--- src/rtl/fpa_pkg.sv ---
// Shared types and constants of the fixed-point ALU.
// No dependencies.
package fpa_pkg;

   typedef enum logic [3:0] {
      CMD_ADD      = 4'd0,
      CMD_SUB      = 4'd1,
      CMD_MUL      = 4'd2,
      CMD_DIV      = 4'd3,
      CMD_GT       = 4'd4,
      CMD_LT       = 4'd5,
      CMD_GE       = 4'd6,
      CMD_LE       = 4'd7,
      CMD_EQ       = 4'd8,
      CMD_NE       = 4'd9,
      CMD_INC      = 4'd10,
      CMD_DEC      = 4'd11,
      CMD_MIN      = 4'd12,
      CMD_MAX      = 4'd13,
      CMD_FROM_INT = 4'd14,
      CMD_TO_INT   = 4'd15
   } cmd_type;

   typedef enum logic [1:0] {
      ST_OK       = 2'd0,
      ST_OVERFLOW = 2'd1,
      ST_DIV_ZERO = 2'd2
   } status_type;

   // quotient bits produced by the divider (bit 32 down to bit 0)
   localparam int DIV_STEPS = 33;

   localparam logic signed [31:0] RAW_MAX = 32'sh7FFF_FFFF;
   localparam logic signed [31:0] RAW_MIN = 32'sh8000_0000;

   typedef struct packed {
      cmd_type            cmd;
      logic               neg;
      logic               div_ovf;
      logic               div_zero;
      logic signed [31:0] res;
      status_type         status;
      logic signed [63:0] prod;
      logic [31:0]        rem;
      logic [31:0]        den;
      logic [32:0]        lowq;
      logic [63:0]        mag;
   } stage_type;

   function automatic logic sat_flag(input logic signed [63:0] v);
      return (v > 64'(RAW_MAX)) || (v < 64'(RAW_MIN));
   endfunction

   function automatic logic signed [31:0] sat_value(input logic signed [63:0] v);
      if (v > 64'(RAW_MAX)) return RAW_MAX;
      if (v < 64'(RAW_MIN)) return RAW_MIN;
      return v[31:0];
   endfunction

endpackage

--- src/rtl/fpa_skid.sv ---
// Two-entry output queue; its fill level stalls the pipeline.
// Depends on fpa_pkg.
module fpa_skid (
   input  logic                clock,
   input  logic                reset,
   input  logic                push,
   input  logic signed [31:0]  result_in,
   input  fpa_pkg::status_type status_in,
   input  logic                pop_ready,
   output logic                out_valid,
   output logic signed [31:0]  out_result,
   output logic [1:0]          out_status,
   output logic                full
);
   import fpa_pkg::*;

   logic signed [31:0] value_mem [0:1];
   status_type         status_mem [0:1];
   logic [1:0]         count_ff;
   logic               wr_ptr_ff;
   logic               rd_ptr_ff;
   logic               pop;

   assign full       = (count_ff == 2'd2);
   assign out_valid  = (count_ff != 2'd0);
   assign pop        = out_valid && pop_ready;
   assign out_result = value_mem[rd_ptr_ff];
   assign out_status = status_mem[rd_ptr_ff];

   always_ff @(posedge clock) begin
      if (reset) begin
         count_ff  <= 2'd0;
         wr_ptr_ff <= 1'b0;
         rd_ptr_ff <= 1'b0;
      end else begin
         if (push) wr_ptr_ff <= ~wr_ptr_ff;
         if (pop) rd_ptr_ff <= ~rd_ptr_ff;
         count_ff <= count_ff + 2'(push) - 2'(pop);
      end
   end

   always_ff @(posedge clock) begin
      if (push) begin
         value_mem[wr_ptr_ff]  <= result_in;
         status_mem[wr_ptr_ff] <= status_in;
      end
   end

endmodule

--- config.mk ---
export PLATFORM = sky130hd
export DESIGN_NAME = fpa_skid
export DESIGN_NICKNAME = d
export VERILOG_FILES = /design/src/rtl/fpa_pkg.sv /design/src/rtl/fpa_skid.sv
export SDC_FILE = /design/constraint.sdc
export NUM_CORES = 1
export LEC_CHECK = 0
export BUFFER_PORTS_ARGS = -buffer_cell sky130_fd_sc_hd__buf_4
export CORE_ASPECT_RATIO = 0.75
export CORE_MARGIN = 5
export CORE_UTILIZATION = 55
export CTS_CLUSTER_SIZE = 12
export DETAILED_ROUTE_END_ITERATION = 16
export GPL_TIMING_DRIVEN = 0
export PLACE_DENSITY = 0.8
export SYNTH_ARGS = -nofsm -noshare
export SYNTH_HDL_FRONTEND = slang
export SYNTH_SLANG_ARGS = --single-unit
--- constraint.sdc ---
create_clock -name clock -period 6.8 [get_ports clock]
set_input_delay 1.7 -clock clock [delete_from_list [all_inputs] [get_ports clock]]
set_output_delay 1.7 -clock clock [all_outputs]
set_load 0.005 [all_outputs]
==> results.json <==
{
  "cts-root-buf": "clkbuf_8",
  "critical_path_class": "flop to output port",
  "required_ns": 5.10,
  "drv_cap": 0,
  "clkSlewWorstSetupHoldPaths_ns": 0.07,
  "drive_gt1_frac": 0.5734,
  "nNetsFinal": 253,
  "dr.pass1.iters": 4,
  "cts.path.max_buffers": 2,
  "grt_pass1_vias": 1487,
  "holdCritPathClass": "flop to flop",
  "dpl_cell_area_um2": 3485,
  "postLayoutCellArea_um2": 3637,
  "ys_ff_latch": 73,
  "postCtsSetupBuffers": 0,
  "area_growth_pct": 27.50,
  "yosysUniqueCellTypes": 17,
  "rr_endpoint": "value_mem[0][4]$_DFFE_PP_",
  "power.density_nw_per_um2": 306.6,
  "finalCriticalPeriod_ns": 3.110,
  "clock_latency_ns": 0.34,
  "die_x_um": 93.16,
  "vias": 1348,
  "yosysTopAreaCell": "edfxtp_1",
  "numPlacedInstances": 262,
  "initial_core_util": 0.5758,
  "setup_viol": 0,
  "rsz0062_at_grt": "false",
  "cp-end-kind": "output port",
  "multiInputGateArea_um2": 640.6,
  "vias_per_cell": 4.849,
  "grt_usage": 0.1451,
  "finalCritPeriodShare": 0.4574,
  "total_power_mw": 1.115,
  "worstPathArrival_ns": 1.41,
  "drcViolationCount": 0,
  "synth.avg_cell_area_um2": 22.11,
  "drtIter0Drc": 65,
  "seqCellArea_um2": 2142,
  "wl_per_cell_um": 16.49,
  "synth_area_um2": 2853,
  "clock.fmax_mhz": 321.5,
  "drt_wl_total_um": 4583,
  "r2r_cells": 1,
  "crit_end": "out_result[23]",
  "synth-edff-count": 68,
  "synth.area.top_cells": "edfxtp_1 (72%), mux2_4 (16%), dfxtp_1 (3.5%)",
  "syn-num-nets": 169,
  "status": "completed",
  "synth_top_cell_area_share": 0.7158,
  "die_y_um": 72.37,
  "synthTopCellsByCount": "edfxtp_1 (68), mux2_4 (30), dfxtp_1 (5)",
  "cts_buffers": 9,
  "post-place-ws_ns": 3.741,
  "timing.final.ws_setup_ns": 3.690,
  "slew-limit-headroom": 0.3452,
  "syn_inst": 129,
  "core.rowCount": 22,
  "critPathLaunchType": "flop",
  "reg2reg_from": "wr_ptr_ff$_SDFFE_PP0P_",
  "synth_ff_type": "edfxtp_1",
  "cts_tree": "yes",
  "hold_viol": 0,
  "final.setup.tns_ns": 0,
  "num-fill-cells": 308,
  "cts.htree.levels": 3,
  "cts-resized-gates": 0,
  "grt_pass1_wl_um": 7169,
  "postRouteAntennaNets": 0,
  "final-instance-count-excl-fill": 278,
  "cts.sinks": 73,
  "antenna_found_initial": 0,
  "io_buffers": 73,
  "synth_seq_area_share": 0.7509,
  "ys_async_sr_fraction": 0,
  "regToRegSetupSlack_ns": 5.29,
  "dp_hpwl_um": 3203,
  "dieArea_um2": 6742,
  "synthMostInstantiatedCell": "edfxtp_1",
  "postCtsHoldBufs": 0,
  "antennaDiodeCount": 0,
  "path_max_fanout": 10,
  "grt_overflow_total": 0,
  "grt_max_degree": 35,
  "ys_warn_count": 0,
  "place_congestion": 0.6860,
  "io_pins": 74,
  "worst_pin_slew_ns": 0.9802,
  "power.leakage_nw": 1.457,
  "drv_slew": 0,
  "finalClockSkew_ns": 0.003567,
  "ir_worst_vdd_mv": 0.1843,
  "core_area_um2": 4955
}
report_power, final:
| group | internal [mW] | switching [mW] | leakage [nW] |
|---|---|---|---|
| Combinational | 0.198 | 0.108 | 0.698 |
| Clock | 0.126 | 0.140 | 0.0800 |
| Sequential | 0.530 | 0.0133 | 0.680 |
| Total | 0.854 | 0.261 | 1.46 |
critical path, stage by stage (launching register included):
cell	delay, ns
dfxtp_1	0.32
buf_6	0.15
buf_12	0.15
mux2_4	0.30
buf_4	0.14
how the worst min path moves through the flow:
stage | from | endpoint | slack [ns] | depth (start not counted)
floorplan | wr_ptr_ff$_SDFFE_PP0P_ | wr_ptr_ff$_SDFFE_PP0P_ | 0.50 | 2
global placement | wr_ptr_ff$_SDFFE_PP0P_ | wr_ptr_ff$_SDFFE_PP0P_ | 0.51 | 2
detailed placement | wr_ptr_ff$_SDFFE_PP0P_ | wr_ptr_ff$_SDFFE_PP0P_ | 0.58 | 2
CTS | wr_ptr_ff$_SDFFE_PP0P_ | wr_ptr_ff$_SDFFE_PP0P_ | 0.60 | 2
global route | wr_ptr_ff$_SDFFE_PP0P_ | wr_ptr_ff$_SDFFE_PP0P_ | 0.65 | 2
finish | wr_ptr_ff$_SDFFE_PP0P_ | wr_ptr_ff$_SDFFE_PP0P_ | 0.59 | 2
cell usage in the layout, fill, tap and decap left out:
cell	synthesis	final
nor2b_1	3	2
clkbuf_8	0	9
buf_4	0	73
inv_1	2	2
edfxtp_1	68	68
and2b_1	1	1
clkinv_2	0	2
ha_1	2	2
mux2_1	2	2
nor2b_4	0	1
clkinv_1	0	4
or2_2	1	1
xnor2_1	1	1
buf_6	1	1
mux2_4	30	30
xnor3_1	1	1
buf_12	3	3
clkbuf_1	0	1
nor2_1	3	3
and2_2	0	1
mux2_2	4	4
o21a_1	1	1
dfxtp_1	5	5
sequential cells by signal (all words and copies together) (netlist names), named ones only:
| name | count |
|---|---|
| wr_ptr_ff | 1 |
| value_mem | 64 |
| rd_ptr_ff | 1 |
| status_mem | 4 |
| count_ff | 2 |
final cells by class:
| class | instances | area share |
|---|---|---|
| flip-flops and latches | 73 | 0.5889 |
| multi-input cells | 50 | 0.1761 |
| repair buffers | 73 | 0.1507 |
| clock buffers | 10 | 0.03509 |
| well taps | 60 | 0.02064 |
| plain buffers | 4 | 0.01961 |
| clock inverters | 6 | 0.006880 |
| inverters | 2 | 0.002064 |
per-stage QoR:
stage                     hold slack, ns  utilization
final                             0.5869       0.7341
after global routing              0.6475       0.7341
after CTS                         0.5964       0.7341
after detailed placement          0.5849       0.7033
after global placement            0.5143       0.7015
after floorplan                   0.4965            -
cells by family (layout without fill, tap and decap cells):
kind of cell / after synthesis / count (layout) / synth area share
mux: 36 / 36 / 0.1816
flops: 73 / 73 / 0.7509
simple gates: 9 / 9 / 0.01755
xor+xnor: 2 / 2 / 0.01096
buf+inv: 6 / 95 / 0.02763
compound gates: 1 / 1 / 0.002633
fa+ha+maj: 2 / 2 / 0.008771
layer usage:
layer / GRT usage / up-vias / part of all wire
met5: 0 / - / 0
met2: 0.2418 / 52 / 0.49
met3: 0.08394 / 8 / 0.11
met1: 0.1522 / 624 / 0.38
met4: 0.05854 / 0 / 0.017
li1: - / 664 / -
Power figures use the tool's default switching activity.
