### config.mk
export PLATFORM = sky130hd
export DESIGN_NAME = fpa_front
export DESIGN_NICKNAME = d
export VERILOG_FILES = /design/src/rtl/fpa_pkg.sv /design/src/rtl/fpa_front.sv
export SDC_FILE = /design/constraint.sdc
export NUM_CORES = 2
export LEC_CHECK = 0
export CORE_MARGIN = 10
export CORE_UTILIZATION = 41
export DETAILED_ROUTE_END_ITERATION = 7
export DONT_BUFFER_PORTS = 1
export HOLD_SLACK_MARGIN = 0.08
export PLACE_DENSITY_LB_ADDON = 0.05
export SYNTH_ARGS = -nofsm -noshare
export SYNTH_HDL_FRONTEND = slang
export SYNTH_SLANG_ARGS = --single-unit
### constraint.sdc
create_clock -name clock -period 12.4 [get_ports clock]
set_input_delay 2.48 -clock clock [delete_from_list [all_inputs] [get_ports clock]]
set_output_delay 2.48 -clock clock [all_outputs]
set_load 0.005 [all_outputs]
### src/rtl/fpa_pkg.sv
// Shared types and constants of the fixed-point ALU.
// No dependencies.
package fpa_pkg;

   typedef enum logic [3:0] {
      CMD_ADD      = 4'd0,
      CMD_SUB      = 4'd1,
      CMD_MUL      = 4'd2,
      CMD_DIV      = 4'd3,
      CMD_GT       = 4'd4,
      CMD_LT       = 4'd5,
      CMD_GE       = 4'd6,
      CMD_LE       = 4'd7,
      CMD_EQ       = 4'd8,
      CMD_NE       = 4'd9,
      CMD_INC      = 4'd10,
      CMD_DEC      = 4'd11,
      CMD_MIN      = 4'd12,
      CMD_MAX      = 4'd13,
      CMD_FROM_INT = 4'd14,
      CMD_TO_INT   = 4'd15
   } cmd_type;

   typedef enum logic [1:0] {
      ST_OK       = 2'd0,
      ST_OVERFLOW = 2'd1,
      ST_DIV_ZERO = 2'd2
   } status_type;

   // quotient bits produced by the divider (bit 32 down to bit 0)
   localparam int DIV_STEPS = 33;

   localparam logic signed [31:0] RAW_MAX = 32'sh7FFF_FFFF;
   localparam logic signed [31:0] RAW_MIN = 32'sh8000_0000;

   typedef struct packed {
      cmd_type            cmd;
      logic               neg;
      logic               div_ovf;
      logic               div_zero;
      logic signed [31:0] res;
      status_type         status;
      logic signed [63:0] prod;
      logic [31:0]        rem;
      logic [31:0]        den;
      logic [32:0]        lowq;
      logic [63:0]        mag;
   } stage_type;

   function automatic logic sat_flag(input logic signed [63:0] v);
      return (v > 64'(RAW_MAX)) || (v < 64'(RAW_MIN));
   endfunction

   function automatic logic signed [31:0] sat_value(input logic signed [63:0] v);
      if (v > 64'(RAW_MAX)) return RAW_MAX;
      if (v < 64'(RAW_MIN)) return RAW_MIN;
      return v[31:0];
   endfunction

endpackage

### src/rtl/fpa_front.sv
// Entry stage: simple operations, the multiplier and divider setup.
// Depends on fpa_pkg.
module fpa_front #(
   parameter int FRACTION_BITS = 8
) (
   input  logic               clock,
   input  logic               reset,
   input  logic               adv,
   input  logic               valid_in,
   input  logic [3:0]         cmd_in,
   input  logic signed [31:0] a,
   input  logic signed [31:0] b,
   output logic               valid_ff,
   output fpa_pkg::stage_type stage_ff
);
   import fpa_pkg::*;

   stage_type          stage_in;
   logic signed [63:0] a64;
   logic signed [63:0] b64;
   logic signed [63:0] wide;
   logic [31:0]        mag_a;
   logic [31:0]        mag_b;
   logic [63:0]        num;

   always_comb begin
      a64   = 64'(a);
      b64   = 64'(b);
      mag_a = a[31] ? (~a + 32'd1) : a;
      mag_b = b[31] ? (~b + 32'd1) : b;
      num   = {32'd0, mag_a} << FRACTION_BITS;
      wide  = 64'sd0;

      stage_in          = '0;
      stage_in.cmd      = cmd_type'(cmd_in);
      stage_in.prod     = a64 * b64;
      stage_in.den      = mag_b;
      stage_in.rem      = {1'b0, num[63:33]};
      stage_in.lowq     = num[32:0];
      stage_in.div_ovf  = {1'b0, num[63:33]} >= mag_b;
      stage_in.div_zero = (b == 32'sd0);
      stage_in.neg      = a[31] ^ b[31];
      stage_in.status   = ST_OK;

      case (cmd_type'(cmd_in))
         CMD_ADD: wide = a64 + b64;
         CMD_SUB: wide = a64 - b64;
         CMD_INC: wide = a64 + 64'sd1;
         CMD_DEC: wide = a64 - 64'sd1;
         CMD_FROM_INT: wide = a64 <<< FRACTION_BITS;
         default: wide = 64'sd0;
      endcase

      case (cmd_type'(cmd_in))
         CMD_ADD, CMD_SUB, CMD_INC, CMD_DEC, CMD_FROM_INT: begin
            stage_in.res    = sat_value(wide);
            stage_in.status = sat_flag(wide) ? ST_OVERFLOW : ST_OK;
         end
         CMD_GT: stage_in.res = {31'd0, a > b};
         CMD_LT: stage_in.res = {31'd0, a < b};
         CMD_GE: stage_in.res = {31'd0, a >= b};
         CMD_LE: stage_in.res = {31'd0, a <= b};
         CMD_EQ: stage_in.res = {31'd0, a == b};
         CMD_NE: stage_in.res = {31'd0, a != b};
         CMD_MIN: stage_in.res = (a < b) ? a : b;
         CMD_MAX: stage_in.res = (a > b) ? a : b;
         CMD_TO_INT: stage_in.res = a >>> FRACTION_BITS;
         default: stage_in.res = 32'sd0;
      endcase
   end

   always_ff @(posedge clock) begin
      if (reset) begin
         valid_ff <= 1'b0;
      end else if (adv) begin
         valid_ff <= valid_in;
      end
   end

   always_ff @(posedge clock) begin
      if (adv) begin
         stage_ff <= stage_in;
      end
   end

endmodule

==> summary.md <==
* finished, final reports clean — outcome
* 0 — hold violation count in the final report
* sky130_fd_sc_hd__fa_1 — most area-hungry cell type in the Yosys netlist
* input pin — nature of the critical path startpoint
* false — RSZ-0062 raised after global routing
* 168 — number of flops mapped to enable cells by yosys
* 42.4% — post-layout utilization of the core
* 169 — # clock sinks
* 50.3% — post-synthesis adder-cell area fraction
* 182 mm — sum of routed wire length over all layers
* 1.35 ns — transition time at the pin with the least slew margin
* 368 µm — x dimension of the die
* 27.2% — total global-route track usage
* yes — CTS tree
* 3.35% — xor-xnor portion of the synthesized cell area
* 2691 — Starting DRT DRC Count
* 0% — Async SR Flop Fraction
* 9 — antenna violations before repair
* 9.25 µm² — Syn Area/Cell
* 11.04 ns — data arrival time of the critical path
* 9.53% — Slew Limit Headroom
* 170 — largest net degree at the start of global routing
* 0 — number of remaining DRC errors
* 27.1 µm — wire length per cell after detailed routing
* 0 — number of max-cap violations
* 56 — Worst Path Max Fanout
* 274 mm — first-pass GRT wire length
* 10.2% — register area share after synthesis
* 0.09 ns — clock-pin transition on the worst setup and hold timing paths
* 0 — quantity of gates resized following cts
* 43.7% — fraction of synthesized cell area taken by the top area cell type
* 10.73 ns — minimum period implied by the final worst setup slack
* 0 — total count of max-transition violations in the final report
* 0 — number of input and output port buffers inserted
* 14.9% — simple-gate share of the synthesized area
* 120000 µm² — core region area
* adder cells — dominant combinational cell family by area after synthesis
* sky130_fd_sc_hd__fa_1 44%, sky130_fd_sc_hd__edfxtp_1 10%, sky130_fd_sc_hd__inv_1 8.0% — Synth area leaders
* 0.879 — final RePlAce weighted congestion
* 169 — number of synthesized register bits
* valid_ff$_SDFFE_PP0P_ — Worst R2R Start
* 83 — unique cell type count in the Yosys netlist
* 5.48 — Avg Vias per Cell
* 127 — row count
* sky130_fd_sc_hd__clkbuf_16 — cell at the root of the clock tree
* 5368 — Post-Synthesis Cells
* 0 — post-detailed-route count of antenna-violating nets
* 36800 — detailed-route via count
* 0 — count of yosys warnings during synthesis
* 93.2 MHz — highest clock frequency the design can meet
* reg2reg — path class of the lowest-slack min-delay path
* flop — endpoint class of the critical path
* 1.03 ns — pre-CTS setup slack
* 134 mm — HPWL after detailed placement
* 0.56 ns — clock latency of the later-clocked register in the worst-skew pair
* valid_ff$_SDFFE_PP0P_ — Critical R2R Capture
* 49600 µm² — cell area after technology mapping
* 6 — TritonRoute pass-1 iters
* valid_ff$_SDFFE_PP0P_ — WHS Endpoint
* in2reg — Crit Path Class
* 339 — Top-Level Pins
* 1084 x sky130_fd_sc_hd__fa_1, 1058 x sky130_fd_sc_hd__inv_1, 608 x sky130_fd_sc_hd__nand2_1, 406 x sky130_fd_sc_hd__and2_1, 282 x sky130_fd_sc_hd__clkbuf_1 — most instantiated cells after synthesis
* 0 ns — clock skew after layout
* 2 — maximum clock path buffer count
* 11.79 ns — reg-to-reg setup timing slack
* 2.25% — fraction of layout instances using a drive strength above 1
* 6506 — Final #Nets
* 135000 µm² — die outline area
* 1.20% — share of synthesized area spent on multiplexers
* 2.68% — area growth from synthesis to layout
* 1.67 ns — final worst setup slack
* 0 — final setup violating endpoints
* 51000 µm² — final instance area
* 0 — buffers inserted during post-CTS setup optimization
* 2 — Worst Hold Path Cells
* 86.6% — period utilization
* 2 — number of cell instances on the worst register-to-register path
* 0 — quantity of hold-fixing buffers added after cts
* 12.71 ns — data required time at the worst endpoint
* sky130_fd_sc_hd__fa_1 — library cell with the highest instance count after synthesis
* valid_ff$_SDFFE_PP0P_ — Min-Delay Startpoint
* 50300 µm² — placed instance area
* 0 ns — final setup TNS
* 39600 — number of global-route vias before repair
* 4 — CTS H-tree depth
* 368 µm — die extent in y
* 0 — GR Overflow Total
* 8.02% — compound-cell area share of the yosys netlist
* 41.3% — Initial Utilization
* sky130_fd_sc_hd__edfxtp_1 — prevailing post-synth register cell
* 17 — CTS Buf Count
[area by class of cell]
cell class                      instances  area [µm²]
Clock buffer                           17         425
Antenna cell                            2        5.00
Multi-Input combinational cell       3803       39000
Clock inverter                         15         204
Fill cell                           12100       69200
Timing Repair Buffer                   37         278
Tap cell                             1612        2020
Inverter                             1063        3990
Sequential cell                       169        5060
[flip-flops by register name, indices dropped and copies added (netlist names)]
name	cells
stage_ff	168
valid_ff	1
[layout by cell type (no fill, tap or decap), types with 31 or more instances in the layout]
master / n
sky130_fd_sc_hd__fa_1: 1084
sky130_fd_sc_hd__inv_1: 1058
sky130_fd_sc_hd__nand2_1: 608
sky130_fd_sc_hd__and2_1: 406
sky130_fd_sc_hd__ha_1: 259
sky130_fd_sc_hd__nor2_1: 242
sky130_fd_sc_hd__edfxtp_1: 168
sky130_fd_sc_hd__a21oi_1: 148
sky130_fd_sc_hd__xnor2_1: 147
sky130_fd_sc_hd__conb_1: 98
sky130_fd_sc_hd__o21ai_0: 92
sky130_fd_sc_hd__a21o_1: 67
sky130_fd_sc_hd__nand3_1: 50
sky130_fd_sc_hd__xor2_1: 43
sky130_fd_sc_hd__nand2b_1: 40
sky130_fd_sc_hd__mux2i_1: 38
sky130_fd_sc_hd__o211ai_1: 37
sky130_fd_sc_hd__buf_4: 37
sky130_fd_sc_hd__a221oi_1: 33
sky130_fd_sc_hd__nor3_1: 31
[metrics by stage]
| step | cells | hold WS, ns |
|---|---|---|
| global route | 6716 | 0.587 |
| global placement | 6684 | 0.519 |
| floorplan | 5465 | 0.485 |
| CTS | 6716 | 0.550 |
| detailed placement | 6684 | 0.532 |
| finish | 6718 | 0.540 |
[worst max-delay path, stage by stage]
cell                        delay (ns)
sky130_fd_sc_hd__inv_1            0.07
sky130_fd_sc_hd__buf_4            0.24
sky130_fd_sc_hd__nor2_1           0.52
sky130_fd_sc_hd__fa_1             0.52
sky130_fd_sc_hd__inv_1            0.23
sky130_fd_sc_hd__fa_1             0.54
sky130_fd_sc_hd__inv_1            0.17
sky130_fd_sc_hd__fa_1             0.47
sky130_fd_sc_hd__fa_1             0.84
sky130_fd_sc_hd__inv_1            0.41
sky130_fd_sc_hd__fa_1             0.59
sky130_fd_sc_hd__inv_1            0.05
sky130_fd_sc_hd__fa_1             0.48
sky130_fd_sc_hd__fa_1             0.53
sky130_fd_sc_hd__fa_1             0.50
sky130_fd_sc_hd__ha_1             0.39
sky130_fd_sc_hd__a2111oi_0        0.44
sky130_fd_sc_hd__a21boi_0         0.30
sky130_fd_sc_hd__o31ai_1          0.12
sky130_fd_sc_hd__a21o_1           0.20
sky130_fd_sc_hd__a21bo_2          0.20
sky130_fd_sc_hd__a21oi_1          0.30
sky130_fd_sc_hd__o21ai_0          0.15
sky130_fd_sc_hd__a21oi_1          0.19
sky130_fd_sc_hd__xnor2_1          0.08
[cells by family (layout without fill, tap and decap cells)]
logic type      Yosys count  after routing
simple gates           1524           1524
buf+inv                1493           1132
compound gates          591            591
xor+xnor                190            190
fa+ha+maj              1343           1343
flops                   169            169
mux                      57             57
other cells               1            100
[per-layer routing]
layer	track usage [%]	wire length, µm	up-vias
met5	0	27	-
met2	44.3	86800	1375
met3	5.00	12600	254
met1	36.1	75700	19500
met4	9.87	6740	4
li1	-	-	15700
[how the worst max path moves through the flow]
stage	from	to	slack, ns	depth (start not counted)
2_1_floorplan	a[31]	stage_ff[224]$_DFFE_PP_	1.90	27
3_3_place_gp	a[16]	stage_ff[224]$_DFFE_PP_	1.10	26
3_5_place_dp	a[16]	stage_ff[224]$_DFFE_PP_	1.03	26
5_1_grt	a[31]	stage_ff[218]$_DFFE_PP_	1.25	23
6_report	a[31]	stage_ff[224]$_DFFE_PP_	1.67	25
4_1_cts	a[16]	stage_ff[224]$_DFFE_PP_	1.65	26
Power is not shown: default switching activity piles up to over one toggle a cycle in this logic, so the estimate is an artifact.
