$ cat src/rtl/fpa_pkg.sv
// Shared types and constants of the fixed-point ALU.
// No dependencies.
package fpa_pkg;

   typedef enum logic [3:0] {
      CMD_ADD      = 4'd0,
      CMD_SUB      = 4'd1,
      CMD_MUL      = 4'd2,
      CMD_DIV      = 4'd3,
      CMD_GT       = 4'd4,
      CMD_LT       = 4'd5,
      CMD_GE       = 4'd6,
      CMD_LE       = 4'd7,
      CMD_EQ       = 4'd8,
      CMD_NE       = 4'd9,
      CMD_INC      = 4'd10,
      CMD_DEC      = 4'd11,
      CMD_MIN      = 4'd12,
      CMD_MAX      = 4'd13,
      CMD_FROM_INT = 4'd14,
      CMD_TO_INT   = 4'd15
   } cmd_type;

   typedef enum logic [1:0] {
      ST_OK       = 2'd0,
      ST_OVERFLOW = 2'd1,
      ST_DIV_ZERO = 2'd2
   } status_type;

   // quotient bits produced by the divider (bit 32 down to bit 0)
   localparam int DIV_STEPS = 33;

   localparam logic signed [31:0] RAW_MAX = 32'sh7FFF_FFFF;
   localparam logic signed [31:0] RAW_MIN = 32'sh8000_0000;

   typedef struct packed {
      cmd_type            cmd;
      logic               neg;
      logic               div_ovf;
      logic               div_zero;
      logic signed [31:0] res;
      status_type         status;
      logic signed [63:0] prod;
      logic [31:0]        rem;
      logic [31:0]        den;
      logic [32:0]        lowq;
      logic [63:0]        mag;
   } stage_type;

   function automatic logic sat_flag(input logic signed [63:0] v);
      return (v > 64'(RAW_MAX)) || (v < 64'(RAW_MIN));
   endfunction

   function automatic logic signed [31:0] sat_value(input logic signed [63:0] v);
      if (v > 64'(RAW_MAX)) return RAW_MAX;
      if (v < 64'(RAW_MIN)) return RAW_MIN;
      return v[31:0];
   endfunction

endpackage

$ cat src/rtl/fpa_div_stage.sv
// One restoring-division step: one quotient bit per stage.
// Depends on fpa_pkg.
module fpa_div_stage (
   input  logic               clock,
   input  logic               reset,
   input  logic               adv,
   input  logic               valid_in,
   input  fpa_pkg::stage_type stage_in,
   output logic               valid_ff,
   output fpa_pkg::stage_type stage_ff
);
   import fpa_pkg::*;

   stage_type   stage_nx;
   logic [32:0] rem_sh;
   logic [33:0] trial;
   logic        ge;

   always_comb begin
      rem_sh   = {stage_in.rem, stage_in.lowq[32]};
      trial    = {1'b0, rem_sh} - {2'b00, stage_in.den};
      ge       = ~trial[33];
      stage_nx = stage_in;
      stage_nx.rem  = ge ? trial[31:0] : rem_sh[31:0];
      stage_nx.lowq = {stage_in.lowq[31:0], ge};
   end

   always_ff @(posedge clock) begin
      if (reset) begin
         valid_ff <= 1'b0;
      end else if (adv) begin
         valid_ff <= valid_in;
      end
   end

   always_ff @(posedge clock) begin
      if (adv) begin
         stage_ff <= stage_nx;
      end
   end

endmodule

$ cat config.mk
export PLATFORM = sky130hd
export DESIGN_NAME = fpa_div_stage
export DESIGN_NICKNAME = d
export VERILOG_FILES = /design/src/rtl/fpa_pkg.sv /design/src/rtl/fpa_div_stage.sv
export SDC_FILE = /design/constraint.sdc
export NUM_CORES = 1
export LEC_CHECK = 0
export BUFFER_PORTS_ARGS = -buffer_cell sky130_fd_sc_hd__buf_4
export CORE_ASPECT_RATIO = 0.6
export CORE_MARGIN = 2
export CORE_UTILIZATION = 26
export CTS_CLUSTER_SIZE = 16
export DETAILED_ROUTE_END_ITERATION = 7
export SLEW_MARGIN = 10
export SYNTH_ARGS = -nofsm -noshare
export SYNTH_HDL_FRONTEND = slang
export SYNTH_SLANG_ARGS = --single-unit
$ cat constraint.sdc
create_clock -name clock -period 3.3 [get_ports clock]
set_input_delay 0.495 -clock clock [delete_from_list [all_inputs] [get_ports clock]]
set_output_delay 0.495 -clock clock [all_outputs]
set_load 0.005 [all_outputs]
==> metrics.txt, run 1 <==
largest net degree at the start of global routing 85; internal power 6.63 mW; Num CTS Buffers 27; I/O Buffers 536; CP arrival 3.21 ns; kind of path behind the tightest hold check in -> reg; number of synthesized flops with an enable pin 266; maximum operating frequency 346 MHz; Slew Limit Fails 0; Synth-to-Final Area Change 56.3%; Yosys top cell by area edfxtp_1; GPL Wtd Cong 0.850; Reg2Reg Capture Point valid_ff; Post-Synthesis Cells 588; post-route ant nets 0; Detailed Routing Iterations Pass 1 4; Yosys top cell area share 77.3%; setup_tns 0 ns; R2R Setup Slk 2.71 ns; Pwr Density 541 nW/um^2; drt total wl 37400 um; RSZ-0062 raised after global routing false; CTS Buffer Depth 3; maxcap violations 0; Tightest Pin Transition 0.698 ns; final hold vios 0; Nets 1478; hpwl dp 30400 um; clock share of power 35.8%; worst-path fanout max 3; flops & latches, synth 267; vias in the first global route 7286; Via-to-Cell Ratio 4.28; Max Clock Skew 0 ns; root buf cell clkbuf_16; CP Cell Sequence buf_4, inv_1, ha_1, inv_1, fa_1, a211oi_1, o211a_1, o31ai_2, a221o_1, a2111oi_4, buf_4, xnor2_1, mux2_2; cts-stage hold buffer count 0; Synth cell types 59; Post-Syn Nets 891; core area 39100 um^2; met2 GRT Util 30.8%; Worst Hold Launch reset; Initial Utilization 26.4%; Synth warnings 0; Final min period 2.89 ns; die height 158 um; Slew headroom 53.5%; crit path kind in -> reg; H-tree level count 1; Synth Flop Type edfxtp_1; total number of vias 7375; CP Launch Type input pin; Crit. End Element register; All-Layer GR Usage 16.7%; Cell Area, Synth 10300 um^2; first-pass GRT wire length 49600 um; Final Setup Violations 0; Pleak 6.89 nW; DRT iter0 DRCs 546; register area share after synthesis 77.5%; RR Startpoint valid_ff; CTS Sinks 267; CTS resizes 0; most numerous cell in the Yosys netlist edfxtp_1; Worst Hold End valid_ff; DRC 0; Synth area leaders edfxtp_1 (77%), ha_1 (3.9%), mux2_1 (2.8%); top cells by count, synth edfxtp_1 (266), inv_1 (40), ha_1 (32); hold depth 2; slowest stage cell, crit path a221o_1; CP peak stage delay 0.40 ns; postcts setup bufs 0; grt total ovfl 0; Peak VDD IR 0.372 mV; Worst EP required 3.62 ns; GRT busiest layer met2; die width 261 um; share of layout cells above drive strength 1 51.5%; Avg Inst Size Synth 17.6 um^2; met1 usage 18.8%; Top Ports 537; Flop pwr share 47.9%; WL per Instance 21.7 um; WHS 0.0763 ns; clock-pin slew on the worst setup and hold paths 0.06 ns; crit share post-route 87.6%; Buf/Inv on CP 4; antenna violations before repair 6; Synth async-reset ratio 0%; CTS tree done; met3 GRT Util 4.86%; Worst Reg-to-Reg Cells 2; Sw Share 24.2%; DIE AREA 41400 um^2; worst skew pair latency 0.57 ns; Psw 2.12 mW; # rows 56; outcome finished clean; combinational power share 16.3%; family with the most delay on the worst path compound AO/OA/AOI/OAI gates; Tot Pwr 8.74 mW; Fillers 3665
## sequential cells by signal (all words and copies together) (netlist names)
signal	count
valid_ff	1
stage_ff	266
## cell families (layout without fill, tap and decap cells)
kind of cell    after synthesis  count (layout)  synth area share (%)
other cells                   0               6                     0
compound gates               99              99                  6.90
mux                          33              33                  3.57
fa+ha+maj                    33              33                  4.07
flops                       267             267                  77.5
simple gates                 85              85                  4.00
buf+inv                      47             655                  1.91
xor+xnor                     24              24                  2.03
## how the worst max path moves through the flow
stage	start	endpoint	depth (start not counted)
after detailed placement	stage_in[96]	stage_ff[151]	13
after CTS	stage_in[96]	stage_ff[155]	13
after global placement	stage_in[96]	stage_ff[155]	13
after floorplan	stage_in[96]	stage_ff[155]	12
final	stage_in[96]	stage_ff[151]	13
after global routing	stage_in[96]	stage_ff[151]	13
## per-stage QoR
step / utilization (%) / setup slack, ns / area, um^2 / instances
2_1_floorplan: - / 0.132 / 10300 / 588
3_3_place_gp: 39.0 / -0.131 / 15200 / 1668
3_5_place_dp: 39.0 / -0.139 / 15200 / 1668
4_1_cts: 41.3 / 0.453 / 16100 / 1718
5_1_grt: 41.3 / 0.220 / 16100 / 1724
6_report: 41.3 / 0.410 / 16100 / 1724
## power by group through the flow
stage	sequential (mW)	clock (mW)	combinational, mW
after global placement	4.25	0	1.43
after detailed placement	4.26	0	1.44
final	4.19	3.13	1.42
after global routing	4.21	3.35	1.54
after floorplan	4.28	0	0.398
after CTS	4.19	3.23	1.44
## layout make-up
| type | count | area (um^2) | share of cell area, % |
|---|---|---|---|
| diodes | 6 | 15.0 | 0.0930 |
| clock buffers | 29 | 683 | 4.23 |
| clock inverters | 21 | 201 | 1.25 |
| inverters | 40 | 150 | 0.930 |
| multi-input cells | 274 | 2130 | 13.2 |
| flip-flops and latches | 267 | 8010 | 49.6 |
| well taps | 522 | 653 | 4.04 |
| repair buffers | 565 | 4310 | 26.7 |
## layer usage
layer  share of wire [%]  up-vias
li1                    -     3455
met3                 7.2       36
met2                  54      255
met4                 2.1        0
met5                   0        -
met1                  36     3629
## cell usage in the layout, fill, tap and decap left out, types with 5 or more instances in the layout
master     Yosys  final
buf_4          1    559
clkinv_1       0      9
xnor2_1       15     15
and3_1        10     10
ha_1          32     32
o21ai_0       11     11
xor2_1         9      9
mux2_1        26     26
o21bai_1       5      5
nand3_1        5      5
clkbuf_16      0     27
nor2_1        16     16
edfxtp_1     266    266
mux2i_1        5      5
a21o_1         9      9
diode_2        0      6
nand2_1       26     26
nor3_1         7      7
inv_1         40     40
buf_12         0      5
a21oi_1       27     27
Note: power is estimated with default switching activity, not from simulation.
==> run 2, diff against run 1 <==
- CORE_MARGIN: 2 -> default
==> run 2 against run 1 <==
Net effect:
- combinational power is essentially flat
- wire length decreased by 2.9%
- worst hold slack worse by 0.0027 ns
- via count up 0.31%
- cell count down 0.29%
- core utilization decreased by 0.13 points
- sequential cell count did not move
- register-to-register slack hardly changed
- global-route usage about the same
- clock power is 3% lower
- total power shrank 1.3%
==> metrics.txt, run 2 (synthesis gave the netlist of run 1 again) <==
CP Launch Type input pin; final hold vios 0; DIE AREA 40600 um^2; clock-pin slew on the worst setup and hold paths 0.07 ns; vias in the first global route 7099; first-pass GRT wire length 48500 um; slowest stage cell, crit path fa_1; maxcap violations 0; Detailed Routing Iterations Pass 1 5; cts-stage hold buffer count 0; WL per Instance 21.1 um; DRC 0; max reg flops 266; placed instance area 15200 um^2; Final Setup Violations 0; Worst Hold End valid_ff; worst-path fanout max 3; CTS resizes 0; setup_tns 0 ns; grt total ovfl 0; outcome finished clean; CP arrival 3.28 ns; I/O Buffers 536; Slew Limit Fails 0; crit path kind in -> reg; crit share post-route 89.7%; R2R Setup Slk 2.70 ns; Via-to-Cell Ratio 4.30; Worst Reg-to-Reg Cells 2; Worst Hold Launch reset; Final min period 2.96 ns; # rows 56; Biggest register stage_ff; fin util 41.2%; Placement Setup Slack -0.223 ns; Peak VDD IR 0.338 mV; Initial Utilization 26.4%; CP Cell Sequence buf_4, inv_1, ha_1, inv_1, fa_1, a211oi_1, o211a_1, o31ai_2, a221o_1, a2111oi_4, o21bai_2, xor2_1, mux2_4; All-Layer GR Usage 16.7%; maximum operating frequency 338 MHz; Worst EP required 3.62 ns; RR Startpoint valid_ff; antenna violations before repair 3; Top Ports 537; Tightest Pin Transition 0.559 ns; die height 156 um; worst skew pair latency 0.57 ns; Pwr Density 536 nW/um^2; total number of vias 7398; Crit. End Element register; Num CTS Buffers 28; postcts setup bufs 0; Slew headroom 62.4%; CTS Buffer Depth 3; commonest non-fill, non-tap cells in the layout buf_4 (557), edfxtp_1 (266), inv_1 (40); cell mode on critical path inv_1; Worst Slack Setup Final 0.339 ns; hpwl dp 29200 um; hold depth 2; core area 39100 um^2; CTS Sinks 267; root buf cell clkbuf_16; die width 259 um; Synth-to-Final Area Change 55.8%; Pleak 6.87 nW; Nets 1476; GPL Wtd Cong 0.857; CTS tree done; Reg2Reg Capture Point valid_ff; largest net degree at the start of global routing 74; RSZ-0062 raised after global routing false; drt total wl 36300 um; post-route cell area 16100 um^2; DRT iter0 DRCs 488; CP peak stage delay 0.40 ns; post-route ant nets 0; Regs by FF count stage_ff x266, valid_ff x1; share of layout cells above drive strength 1 51.5%; H-tree level count 1; kind of path behind the tightest hold check in -> reg; Max Clock Skew 0 ns; commonest non-fill, non-tap cell in the layout buf_4
[run 2: worst max-delay path by stage]
stage,end,start
after CTS,stage_ff[155],stage_in[96]
after global placement,stage_ff[155],stage_in[96]
after detailed placement,stage_ff[155],stage_in[96]
after global routing,stage_ff[151],stage_in[96]
after floorplan,stage_ff[155],stage_in[96]
final,stage_ff[155],stage_in[96]
[run 2: where the power goes]
part	internal, mW	switching [mW]	leakage [nW]
Sequential	4.09	0.0979	2.61
Clock	1.65	1.39	0.418
Combinational	0.790	0.622	3.84
Total	6.52	2.11	6.87
[run 2: per-layer routing]
metal | GRT usage, % | wire length (um) | share of wire [%] | vias to the layer above
met3 | 4.92 | 2740 | 7.6 | 50
met4 | 5.57 | 1090 | 3.0 | 0
met2 | 30.3 | 19500 | 54 | 272
li1 | - | - | - | 3447
met1 | 18.5 | 13000 | 36 | 3629
met5 | 0 | 0 | 0 | -
[run 2: cell type report]
cell class	count	area [um^2]
Clock inverter	20	164
Fill cell	3680	23000
Tap cell	522	653
Clock buffer	31	712
Antenna cell	3	7.51
Timing Repair Buffer	562	4280
Sequential cell	267	8010
Multi-Input combinational cell	274	2130
Inverter	40	150
[run 2: per-stage QoR]
step | std cells | hold slack [ns] | total power [mW]
5_1_grt | 1719 | 0.0347 | 9.00
3_3_place_gp | 1665 | 0.482 | 5.66
6_report | 1719 | 0.0736 | 8.63
3_5_place_dp | 1665 | 0.492 | 5.68
2_1_floorplan | 588 | 0.485 | 4.67
4_1_cts | 1716 | 0.0344 | 8.75
[run 2: worst max-delay path, delay by kind of cell]
kind | cells | cell delay [ns]
compound gates | 6 | 1.56
fa+ha+maj | 2 | 0.58
mux | 1 | 0.26
buf+inv | 3 | 0.24
xor+xnor | 1 | 0.14
