**src/rtl/fpa_pkg.sv**
```systemverilog
// Shared types and constants of the fixed-point ALU.
// No dependencies.
package fpa_pkg;

   typedef enum logic [3:0] {
      CMD_ADD      = 4'd0,
      CMD_SUB      = 4'd1,
      CMD_MUL      = 4'd2,
      CMD_DIV      = 4'd3,
      CMD_GT       = 4'd4,
      CMD_LT       = 4'd5,
      CMD_GE       = 4'd6,
      CMD_LE       = 4'd7,
      CMD_EQ       = 4'd8,
      CMD_NE       = 4'd9,
      CMD_INC      = 4'd10,
      CMD_DEC      = 4'd11,
      CMD_MIN      = 4'd12,
      CMD_MAX      = 4'd13,
      CMD_FROM_INT = 4'd14,
      CMD_TO_INT   = 4'd15
   } cmd_type;

   typedef enum logic [1:0] {
      ST_OK       = 2'd0,
      ST_OVERFLOW = 2'd1,
      ST_DIV_ZERO = 2'd2
   } status_type;

   // quotient bits produced by the divider (bit 32 down to bit 0)
   localparam int DIV_STEPS = 33;

   localparam logic signed [31:0] RAW_MAX = 32'sh7FFF_FFFF;
   localparam logic signed [31:0] RAW_MIN = 32'sh8000_0000;

   typedef struct packed {
      cmd_type            cmd;
      logic               neg;
      logic               div_ovf;
      logic               div_zero;
      logic signed [31:0] res;
      status_type         status;
      logic signed [63:0] prod;
      logic [31:0]        rem;
      logic [31:0]        den;
      logic [32:0]        lowq;
      logic [63:0]        mag;
   } stage_type;

   function automatic logic sat_flag(input logic signed [63:0] v);
      return (v > 64'(RAW_MAX)) || (v < 64'(RAW_MIN));
   endfunction

   function automatic logic signed [31:0] sat_value(input logic signed [63:0] v);
      if (v > 64'(RAW_MAX)) return RAW_MAX;
      if (v < 64'(RAW_MIN)) return RAW_MIN;
      return v[31:0];
   endfunction

endpackage

```
**src/rtl/fpa_post.sv**
```systemverilog
// Rounding and saturation of multiply and divide, two register stages.
// Depends on fpa_pkg.
module fpa_post #(
   parameter int FRACTION_BITS = 8
) (
   input  logic               clock,
   input  logic               reset,
   input  logic               adv,
   input  logic               valid_in,
   input  fpa_pkg::stage_type stage_in,
   output logic               valid_ff,
   output logic signed [31:0] result_ff,
   output fpa_pkg::status_type status_ff
);
   import fpa_pkg::*;

   localparam logic [63:0] HALF = (64'd1 << FRACTION_BITS) >> 1;

   stage_type           mid_in;
   stage_type           mid_ff;
   logic                mid_valid_ff;
   logic [63:0]         pmag;
   logic                rnd;
   logic signed [31:0]  result_in;
   status_type          status_in;
   logic                ovf;

   // round magnitudes, half away from zero
   always_comb begin
      pmag   = stage_in.prod[63] ? (~stage_in.prod + 64'd1) : stage_in.prod;
      rnd    = {stage_in.rem, 1'b0} >= {1'b0, stage_in.den};
      mid_in = stage_in;
      if (stage_in.cmd == CMD_MUL) begin
         mid_in.mag = (pmag + HALF) >> FRACTION_BITS;
         mid_in.neg = stage_in.prod[63];
      end else begin
         mid_in.mag = 64'(stage_in.lowq) + 64'(rnd);
      end
   end

   // clamp and apply sign
   always_comb begin
      result_in = mid_ff.res;
      status_in = mid_ff.status;
      ovf = mid_ff.neg ? (mid_ff.mag > 64'h8000_0000) : (mid_ff.mag > 64'h7FFF_FFFF);
      case (mid_ff.cmd)
         CMD_MUL, CMD_DIV: begin
            if ((mid_ff.cmd == CMD_DIV) && mid_ff.div_zero) begin
               result_in = 32'sd0;
               status_in = ST_DIV_ZERO;
            end else if (ovf || ((mid_ff.cmd == CMD_DIV) && mid_ff.div_ovf)) begin
               result_in = mid_ff.neg ? RAW_MIN : RAW_MAX;
               status_in = ST_OVERFLOW;
            end else begin
               result_in = mid_ff.neg ? (~mid_ff.mag[31:0] + 32'd1) : mid_ff.mag[31:0];
               status_in = ST_OK;
            end
         end
         default: begin
            result_in = mid_ff.res;
            status_in = mid_ff.status;
         end
      endcase
   end

   always_ff @(posedge clock) begin
      if (reset) begin
         mid_valid_ff <= 1'b0;
         valid_ff     <= 1'b0;
      end else if (adv) begin
         mid_valid_ff <= valid_in;
         valid_ff     <= mid_valid_ff;
      end
   end

   always_ff @(posedge clock) begin
      if (adv) begin
         mid_ff    <= mid_in;
         result_ff <= result_in;
         status_ff <= status_in;
      end
   end

endmodule

```
**config.mk**
```make
export PLATFORM = sky130hd
export DESIGN_NAME = fpa_post
export DESIGN_NICKNAME = d
export VERILOG_FILES = /design/src/rtl/fpa_pkg.sv /design/src/rtl/fpa_post.sv
export SDC_FILE = /design/constraint.sdc
export NUM_CORES = 1
export LEC_CHECK = 0
export ABC_AREA = 1
export ABC_CLOCK_PERIOD_IN_PS = 6250
export BUFFER_PORTS_ARGS = -buffer_cell sky130_fd_sc_hd__buf_4
export CORE_MARGIN = 10
export CORE_UTILIZATION = 45
export DETAILED_ROUTE_END_ITERATION = 10
export GPL_TIMING_DRIVEN = 0
export PLACE_DENSITY = 0.67
export SETUP_SLACK_MARGIN = 0.1
export SLEW_MARGIN = 20
export SYNTH_ARGS = -nofsm -noshare
export SYNTH_HDL_FRONTEND = slang
export SYNTH_SLANG_ARGS = --single-unit
```
**constraint.sdc**
```tcl
create_clock -name clock -period 6.25 [get_ports clock]
set_clock_uncertainty 0.2 [all_clocks]
set_input_delay 0.3125 -clock clock [delete_from_list [all_inputs] [get_ports clock]]
set_output_delay 0.3125 -clock clock [all_outputs]
set_load 0.03 [all_outputs]
```
==> qor.yml, run 1 <==
die_height_um: 182
die_w_um: 182
syn-num-nets: 2074
synth_top_area_share_pct: 33.2
clkLatencyLatePin_ps: 420
reg2reg_depth: 14
yosys_warnings: 0
start_util_pct: 45.7
critPathMaxStageDelay_ps: 310
synth_cells: 1769
hold_depth: 3
status: "completed"
leakagePower_nw: 6.81
timing.slew.headroom_pct: 49.5
r2r-end: "result_ff[27]"
dr.pass1.iters: 6
grt_pass1_wl_um: 63000
endpoint: "mid_ff[32]"
yosys-top-cells-area: "edfxtp_1 33%, nand2_1 17%, nor2_1 9.3%, inv_1 6.0%, nand3_1 5.3%"
drt_iter0_drc: 715
p_total_mw: 2.63
period_needed_ps: 3990
arrival_ps: 3960
r2r_slack_ps: 3110
drive_gt1_share_pct: 19.1
dp_hpwl_um: 33800
fill_cells: 2546
worstPathCellList: "buf_4 > inv_1 > ha_1 > nand2_1 > nor3_1 > nand4_1 > nor4_1 > nand2_1 > o2111ai_1 > ha_1 > ha_1 > nand3_1 > nor2_1 > nand3_1 > nor2_1 > nand3_1 > nor2_1 > inv_1 > nor4b_2 > xor2_1 > nand2_1 > nand2_1"
synth_edf_count: 131
tightest_slew_ps: 758
netlist_area_sq_um: 11900
crit_path_end_kind: "register"
hold_viol: 0
critPathSlowestCell: "nor4_1"
overflow: 0
dp.cells: 2345
final_nets: 2377
finalSetupTns_ps: 0
ys_ff_latch: 133
wl_um: 40100
antenna_cells: 0
io_buffers: 239
worstSetupPathType: "in -> reg"
antenna_found_initial: 0
syn_area_per_cell_sq_um: 6.71
rows: 59
grt_pass1_vias: 12300
rsz0062_at_grt: "no"
drc: 0
power.density_nw_per_um2: 175
synthArstFlopShare_pct: 0
num_vias: 12500
yosysMostFrequentCell: "nand2_1"
r2r-start: "mid_ff[0]"
fmax_mhz: 251
cp_max_fo: 4
clock-sinks: 133
clkTransAtPathRegs_ps: 60
cp-start-kind: "input port"
cp.required_ps: 6220
cp-startpoint: "stage_in[127]"
root_buffer: "clkbuf_16"
vias_per_cell: 5.15
cts_buffers: 17
finalSetupViolCount: 0
ctsResizeCount: 0
synth_top_area_cell: "edfxtp_1"
synth_common_cells: "532 x nand2_1, 294 x nor2_1, 189 x inv_1"
fin_hold_ws_ps: 113
ys.flop_type: "edfxtp_1"
wire_per_inst_um: 16.6
pin_count: 305
htree_levels: 4
seq_area_frac_synth_pct: 33.5
ant_nets: 0
grt_use_total_pct: 23.6
yosysUniqueCellTypes: 50
ctsLongestPathBuffers: 2
cap_violations: 0
instances_no_fill: 2420
ir_drop_mv: 0.300
fin_crit_sh_pct: 63.8
slew_violations: 0
cts_tree: "built"
syn2layout_area_growth_pct: 27.1
die_area_sq_um: 33300
path_common_cell: "nand2_1"
worstHoldPathType: "in -> reg"
coreArea_sq_um: 26000
gp_congestion: 0.986
grt_max_degree: 79
utilization_pct: 58.1
-- area by class of cell --
| class | instances | area, sq um | area share [%] |
|---|---|---|---|
| clock buffers | 17 | 425 | 2.82 |
| repair buffers | 284 | 2260 | 15.0 |
| multi-input cells | 1407 | 7010 | 46.5 |
| clock inverters | 15 | 109 | 0.722 |
| well taps | 335 | 419 | 2.78 |
| inverters | 200 | 751 | 4.98 |
| flip-flops and latches | 133 | 3970 | 26.3 |
| plain buffers | 29 | 133 | 0.879 |
-- metal layers --
metal | GRT usage [%] | vias up | share of wire (%)
li1 | - | 6383 | -
met1 | 28.7 | 5564 | 42
met2 | 40.9 | 440 | 48
met3 | 3.03 | 85 | 6.0
met4 | 10.4 | 0 | 3.7
met5 | 0 | - | 0
-- per-stage QoR --
| step | instance area [sq um] | worst slack, ps |
|---|---|---|
| 2_1_floorplan | 11900 | 2650 |
| 3_3_place_gp | 14100 | 1780 |
| 3_5_place_dp | 14100 | 1770 |
| 4_1_cts | 15100 | 2200 |
| 5_1_grt | 15100 | 1730 |
| 6_report | 15100 | 2260 |
-- power by group --
part	total, mW	switching [mW]	leakage (nW)	internal, mW
clock	0.890	0.383	0.248	0.507
combinational	0.646	0.388	5.27	0.259
sequential	1.10	0.0334	1.29	1.07
-- worst max-delay path: cells and delay by family --
kind | cells | cell delay, ps
simple gates | 14 | 2430
fa+ha+maj | 3 | 670
buf+inv | 3 | 200
xor+xnor | 1 | 100
compound gates | 1 | 240
-- flip-flops by register name (all words and copies together) (netlist names) --
name and flops:
valid_ff 1, mid_ff 97, result_ff 32, mid_valid_ff 1, status_ff 2
-- worst min path at each step --
stage	from	to	slack [ps]
global placement	mid_valid_ff	valid_ff	230
global route	stage_in[96]	mid_ff[32]	130
detailed placement	mid_valid_ff	valid_ff	240
floorplan	reset	mid_valid_ff	180
CTS	stage_in[64]	mid_ff[0]	100
finish	stage_in[73]	mid_ff[9]	110
-- what timing repair did --
action                    4_1_cts  5_1_grt
hold endpoints to repair       43        0
hold buffers                   43        0
setup buffers                   0        0
-- cells in the final DEF, fill, tap and decap left out, types with 3 or more instances in the layout --
master         synthesis  layout
nor2_2                27      27
nor4_1                15      14
clkinv_2               0       4
nor3_1                22      22
nand2_2               34      34
dlygate4sd3_1          0      43
a21oi_1               43      43
inv_2                 10      10
inv_1                189     189
or2_2                  4       4
edfxtp_1             131     131
nor2_1               294     294
clkinvlp_4             0       6
buf_2                  7       8
nand2_4                8       8
nor2_4                17      17
nand3_2                5       5
xnor2_1               22      22
inv_6                  0       3
o21ai_1                9       9
ha_1                  35      35
xor2_1                40      40
o31ai_1                3       3
and2_1                 4       4
nand2_1              532     532
nand3b_1              17      17
buf_4                  2     240
clkbuf_16              0      17
o21ai_0               86      86
a31oi_1                3       3
clkbuf_1              19      19
nand4_1               38      38
nand3_1              126     126
-- logic make-up (layout without fill, tap and decap cells) --
group	count (synthesis)	in the layout	synth area share (%)
adders and majority gates	35	35	3.69
buffers and inverters	229	545	7.44
and+or+nand+nor	1150	1150	43.5
xor gates and xnor gates	62	62	4.58
AOI/OAI and AO/OA	160	160	7.27
DFF	133	133	33.5
Note: power is estimated with default switching activity, not from simulation.
==> inputs of run 2 (changes only) <==
--- a/config.mk
+++ b/config.mk
@@ -6,7 +6,7 @@
 export NUM_CORES = 1
 export LEC_CHECK = 0
 export ABC_AREA = 1
-export ABC_CLOCK_PERIOD_IN_PS = 6250
+export ABC_CLOCK_PERIOD_IN_PS = 3700
 export BUFFER_PORTS_ARGS = -buffer_cell sky130_fd_sc_hd__buf_4
 export CORE_MARGIN = 10
 export CORE_UTILIZATION = 45
==> constraint.sdc (replaced) <==
create_clock -name clock -period 3.7 [get_ports clock]
set_clock_uncertainty 0.2 [all_clocks]
set_input_delay 0.185 -clock clock [delete_from_list [all_inputs] [get_ports clock]]
set_output_delay 0.185 -clock clock [all_outputs]
set_load 0.03 [all_outputs]
==> qor.yml, run 2 (same netlist as run 1, synthesis figures left out) <==
status: "completed"
reg2reg_depth: 14
antenna_cells: 0
p_total_mw: 4.47
crit_path_end_kind: "register"
ctsLongestPathBuffers: 2
path_buf_inv: 3
die_height_um: 182
critPathMaxStageDelay_ps: 290
pin_count: 305
arrival_ps: 3450
cts_tree: "built"
critPathSlowestCell: "or2_2"
die_area_sq_um: 33300
finalSetupViolCount: 0
die_w_um: 182
clkTransAtPathRegs_ps: 50
utilization_pct: 59.0
dp_hpwl_um: 33800
r2r-start: "mid_ff[0]"
r2r-end: "result_ff[27]"
root_buffer: "clkbuf_16"
wl_um: 40400
hold_viol: 0
largest_reg_flops: 97
cap_violations: 0
htree_levels: 4
hold_end: "mid_ff[19]"
vias_per_cell: 5.14
slew_violations: 0
final_cell_mix: "532 x nand2_1, 289 x nor2_1, 244 x buf_4"
hold_depth: 4
coreArea_sq_um: 26000
worstHoldPathType: "in -> reg"
clock-sinks: 133
regMostFlops: "mid_ff"
cp.required_ps: 3740
instances_no_fill: 2431
cp-start-kind: "input port"
antenna_found_initial: 0
final_nets: 2388
grt_pass1_wl_um: 63300
worstSetupPathType: "in -> reg"
cpLargestDelayFamily: "simple AND/OR/NAND/NOR gates"
overflow: 0
period_needed_ps: 3420
leakagePower_nw: 6.90
fin_crit_sh_pct: 92.3
dr.pass1.iters: 5
final_common_cell: "nand2_1"
drt_iter0_drc: 752
syn2layout_area_growth_pct: 29.3
ir_drop_mv: 0.506
holdCritStartpoint: "stage_in[83]"
clkLatencyLatePin_ps: 420
grt_pass1_vias: 12300
io_buffers: 239
drc: 0
r2r_slack_ps: 540
reg_top3: "mid_ff (97), result_ff (32), status_ff (2)"
gp_congestion: 0.986
dp.cells: 2345
rsz0062_at_grt: "yes"
num_vias: 12500
grt_max_degree: 79
cp_max_fo: 4
ant_nets: 0
worstPathCellList: "buf_4 > ha_1 > inv_1 > nor3_2 > nand4_1 > nor4_4 > nand2_1 > o2111ai_2 > ha_2 > ha_4 > nand3_4 > nor2_4 > nand3_2 > nor2_4 > buf_4 > nand4_1 > nor2_1 > nand2_1 > or2_2 > a22oi_2"
start_util_pct: 45.7
power.density_nw_per_um2: 291
wire_per_inst_um: 16.6
timing.slew.headroom_pct: 48.5
fmax_mhz: 293
grt_use_total_pct: 23.7
rows: 59
fill_cells: 2522
tightest_slew_ps: 772
drive_gt1_share_pct: 20.2
cts_buffers: 17
-- run 2: cell count changes in the layout (fill, tap and decap cells not counted), sizes merged --
cell,delta
dlygate4sd3,+7
buf,+4
-- run 2: cell type report --
class                      count  area [sq um]  area share (%)
tap                          335           419            2.73
buffer                        29           133           0.865
timing repair buffer         295          2360            15.4
sequential                   133          3970            25.9
multi-input combinational   1407          7170            46.7
clock inverter                15           109           0.710
clock buffer                  17           425            2.77
inverter                     200           751            4.89
-- run 2: layer usage --
layer | track usage, % | routed length (um) | part of all wire, %
met2 | 41.2 | 19500 | 48
met1 | 28.9 | 16900 | 42
met4 | 9.99 | 1430 | 3.5
met3 | 3.01 | 2490 | 6.2
met5 | 0 | 0 | 0
-- run 2: metrics by stage --
step	area [sq um]	hold WS, ps	setup slack, ps	setup TNS (ps)
after floorplan	11900	54.1	224	0
after global placement	14100	150	-639	-5200
after CTS	15200	1.20	58.4	0
after detailed placement	14100	153	-652	-4790
final	15300	20.5	283	0
after global routing	15300	39.3	8.09	0
-- run 2: worst max-delay path by stage --
stage	start	to	cells after the start
4_1_cts	stage_in[127]	mid_ff[32]	22
5_1_grt	stage_in[128]	mid_ff[16]	21
3_5_place_dp	stage_in[127]	mid_ff[32]	22
6_report	stage_in[159]	mid_ff[16]	20
3_3_place_gp	stage_in[127]	mid_ff[32]	22
2_1_floorplan	stage_in[128]	mid_ff[32]	21
-- run 2: worst min-delay path, stage by stage --
cell	delay, ps
buf_4	110
xnor2_1	110
nand2_1	40
o21ai_1	70
-- run 2: power by group --
group	internal (mW)	leakage [nW]	total, mW	switching, mW
clock network	0.856	0.248	1.51	0.649
registers	1.80	1.29	1.86	0.0563
logic	0.446	5.36	1.11	0.664
total	3.10	6.90	4.47	1.37
-- run 2: what timing repair did --
| action | CTS | global route |
|---|---|---|
| resized for setup | 6 | 27 |
| pin swaps | 0 | 8 |
| setup buffers | 0 | 4 |
| hold buffers | 50 | 0 |
| endpoints found under the hold margin | 50 | 0 |
| endpoints found under the setup margin | 7 | 12 |
==> inputs of run 3 (changes only) <==
==> constraint.sdc (replaced) <==
create_clock -name clock -period 3.7 [get_ports clock]
set_clock_uncertainty 0.2 [all_clocks]
set_input_delay 0.37 -clock clock [delete_from_list [all_inputs] [get_ports clock]]
set_output_delay 0.37 -clock clock [all_outputs]
set_load 0.03 [all_outputs]
==> qor.yml, run 3 (same netlist as run 1, synthesis figures left out) <==
crit_path_end_kind: "register"
fill_cells: 2436
pwr-share-clk_pct: 34.6
wl_met3_um: 1760
p_comb_share_pct: 24.5
dp_hpwl_um: 32600
hold_viol: 0
io_buffers: 239
hold_depth: 3
tightest_slew_ps: 741
clkTransAtPathRegs_ps: 60
gp_congestion: 1.03
slew_violations: 0
regMostFlops: "mid_ff"
met2_length_um: 19800
power.density_nw_per_um2: 294
ant_nets: 0
final_nets: 2391
final_cell_mix: "531 x nand2_1, 288 x nor2_1, 248 x buf_4"
antenna_cells: 0
worstHoldPathType: "in -> reg"
leakagePower_nw: 6.95
drt_iter0_drc: 777
root_buffer: "clkbuf_16"
coreArea_sq_um: 26000
critPathMaxStageDelay_ps: 270
num_vias: 12400
cp-start-kind: "input port"
instances_no_fill: 2434
place_area_sq_um: 14100
drive_gt1_share_pct: 21.3
final_common_cell: "nand2_1"
die_height_um: 182
rsz0062_at_grt: "yes"
grt_max_degree: 75
power.internal_mw: 3.14
antenna_found_initial: 0
status: "completed"
critPathSlowestCell: "ha_4"
ir_drop_mv: 0.446
overflow: 0
dr.pass1.iters: 6
power_switching_mw: 1.41
seqPwrFrac_pct: 40.8
reg2reg_depth: 13
route.top_layer_used: "met4"
post-route-cell-area_sq_um: 15500
cp_max_fo: 3
reg_top3: "mid_ff (97), result_ff (32), status_ff (2)"
grt_use_total_pct: 22.8
cts_buffers: 17
finalSetupViolCount: 0
wire_per_inst_um: 16.2
dp.cells: 2345
p_sw_share_pct: 30.9
drc: 0
die_w_um: 182
rows: 59
fin_crit_sh_pct: 94.4
clock-sinks: 133
syn2layout_area_growth_pct: 30.5
cap_violations: 0
arrival_ps: 3530
wirelength_met1_um: 17100
worstPathCellList: "buf_4 > inv_1 > ha_4 > nand2_2 > nor3_4 > nand4_1 > nor4_2 > nand2_1 > o2111ai_2 > ha_2 > ha_4 > nand3_4 > nor2_4 > nand3_4 > nor2_4 > buf_6 > nand4_1 > nor2_2 > nand2_1 > or2_4 > a22oi_2"
worstSetupPathType: "in -> reg"
htree_levels: 4
fmax_mhz: 286
largest_reg_flops: 97
period_needed_ps: 3490
vias_per_cell: 5.11
grt_pass1_vias: 12200
timing.slew.headroom_pct: 50.6
wl_um: 39500
cp.required_ps: 3730
die_area_sq_um: 33300
ctsLongestPathBuffers: 2
start_util_pct: 45.7
cts_tree: "built"
clkLatencyLatePin_ps: 420
grt_pass1_wl_um: 61300
pin_count: 305
run 3: worst paths after layout:
| check | from | to | slack (ps) |
|---|---|---|---|
| hold / removal | stage_in[261] | mid_ff[261] | 90 |
| setup / recovery | stage_in[127] | mid_ff[16] | 210 |
| hold reg to reg | mid_valid_ff | valid_ff | 260 |
| setup reg to reg | mid_ff[0] | result_ff[11] | 740 |
run 3: worst max-delay path: cells and delay by family:
kind | cells | cell delay [ps]
AO/OA/AOI/OAI | 2 | 420
adder cells (fa/ha/maj) | 3 | 660
buffers and inverters | 3 | 260
AND/OR/NAND/NOR | 13 | 1800
run 3: per-stage QoR:
stage | setup WS (ps) | hold WS [ps] | total power [mW] | TNS [ps] | utilization, %
after global routing | -68.3 | 76.0 | 4.78 | -79.3 | 59.6
final | 207 | 89.2 | 4.55 | 0 | 59.6
after global placement | -565 | 235 | 2.90 | -5550 | 54.2
after floorplan | 129 | 230 | 2.47 | 0 | -
after detailed placement | -595 | 256 | 2.92 | -5990 | 54.4
after CTS | 125 | 77.3 | 4.53 | 0 | 58.3
run 3: cell type report:
class	count	area [sq um]	share of cell area [%]
clock inverter	15	135	0.873
clock buffer	17	425	2.75
sequential	133	3970	25.7
inverter	200	753	4.87
buffer	29	133	0.857
multi-input combinational	1407	7250	46.8
timing repair buffer	298	2390	15.4
tap	335	419	2.71
run 3: power groups by stage:
stage / Clock (mW) / Sequential (mW) / Combinational (mW)
after floorplan: 0 / 1.94 / 0.526
after global placement: 0 / 1.89 / 1.02
after detailed placement: 0 / 1.89 / 1.04
after CTS: 1.60 / 1.86 / 1.08
after global routing: 1.67 / 1.87 / 1.24
final: 1.57 / 1.86 / 1.12
run 3: metal layers:
metal	GRT usage, %	vias up
met3	2.71	62
li1	-	6416
met1	27.8	5617
met5	0	-
met4	7.13	0
met2	40.9	354
run 3: what timing repair did:
action	4_1_cts	5_1_grt
endpoints found under the hold margin	42	0
buffers inserted	1	14
pin swaps	2	28
gates resized for setup	9	45
endpoints found under the setup margin	8	19
hold buffers	42	0
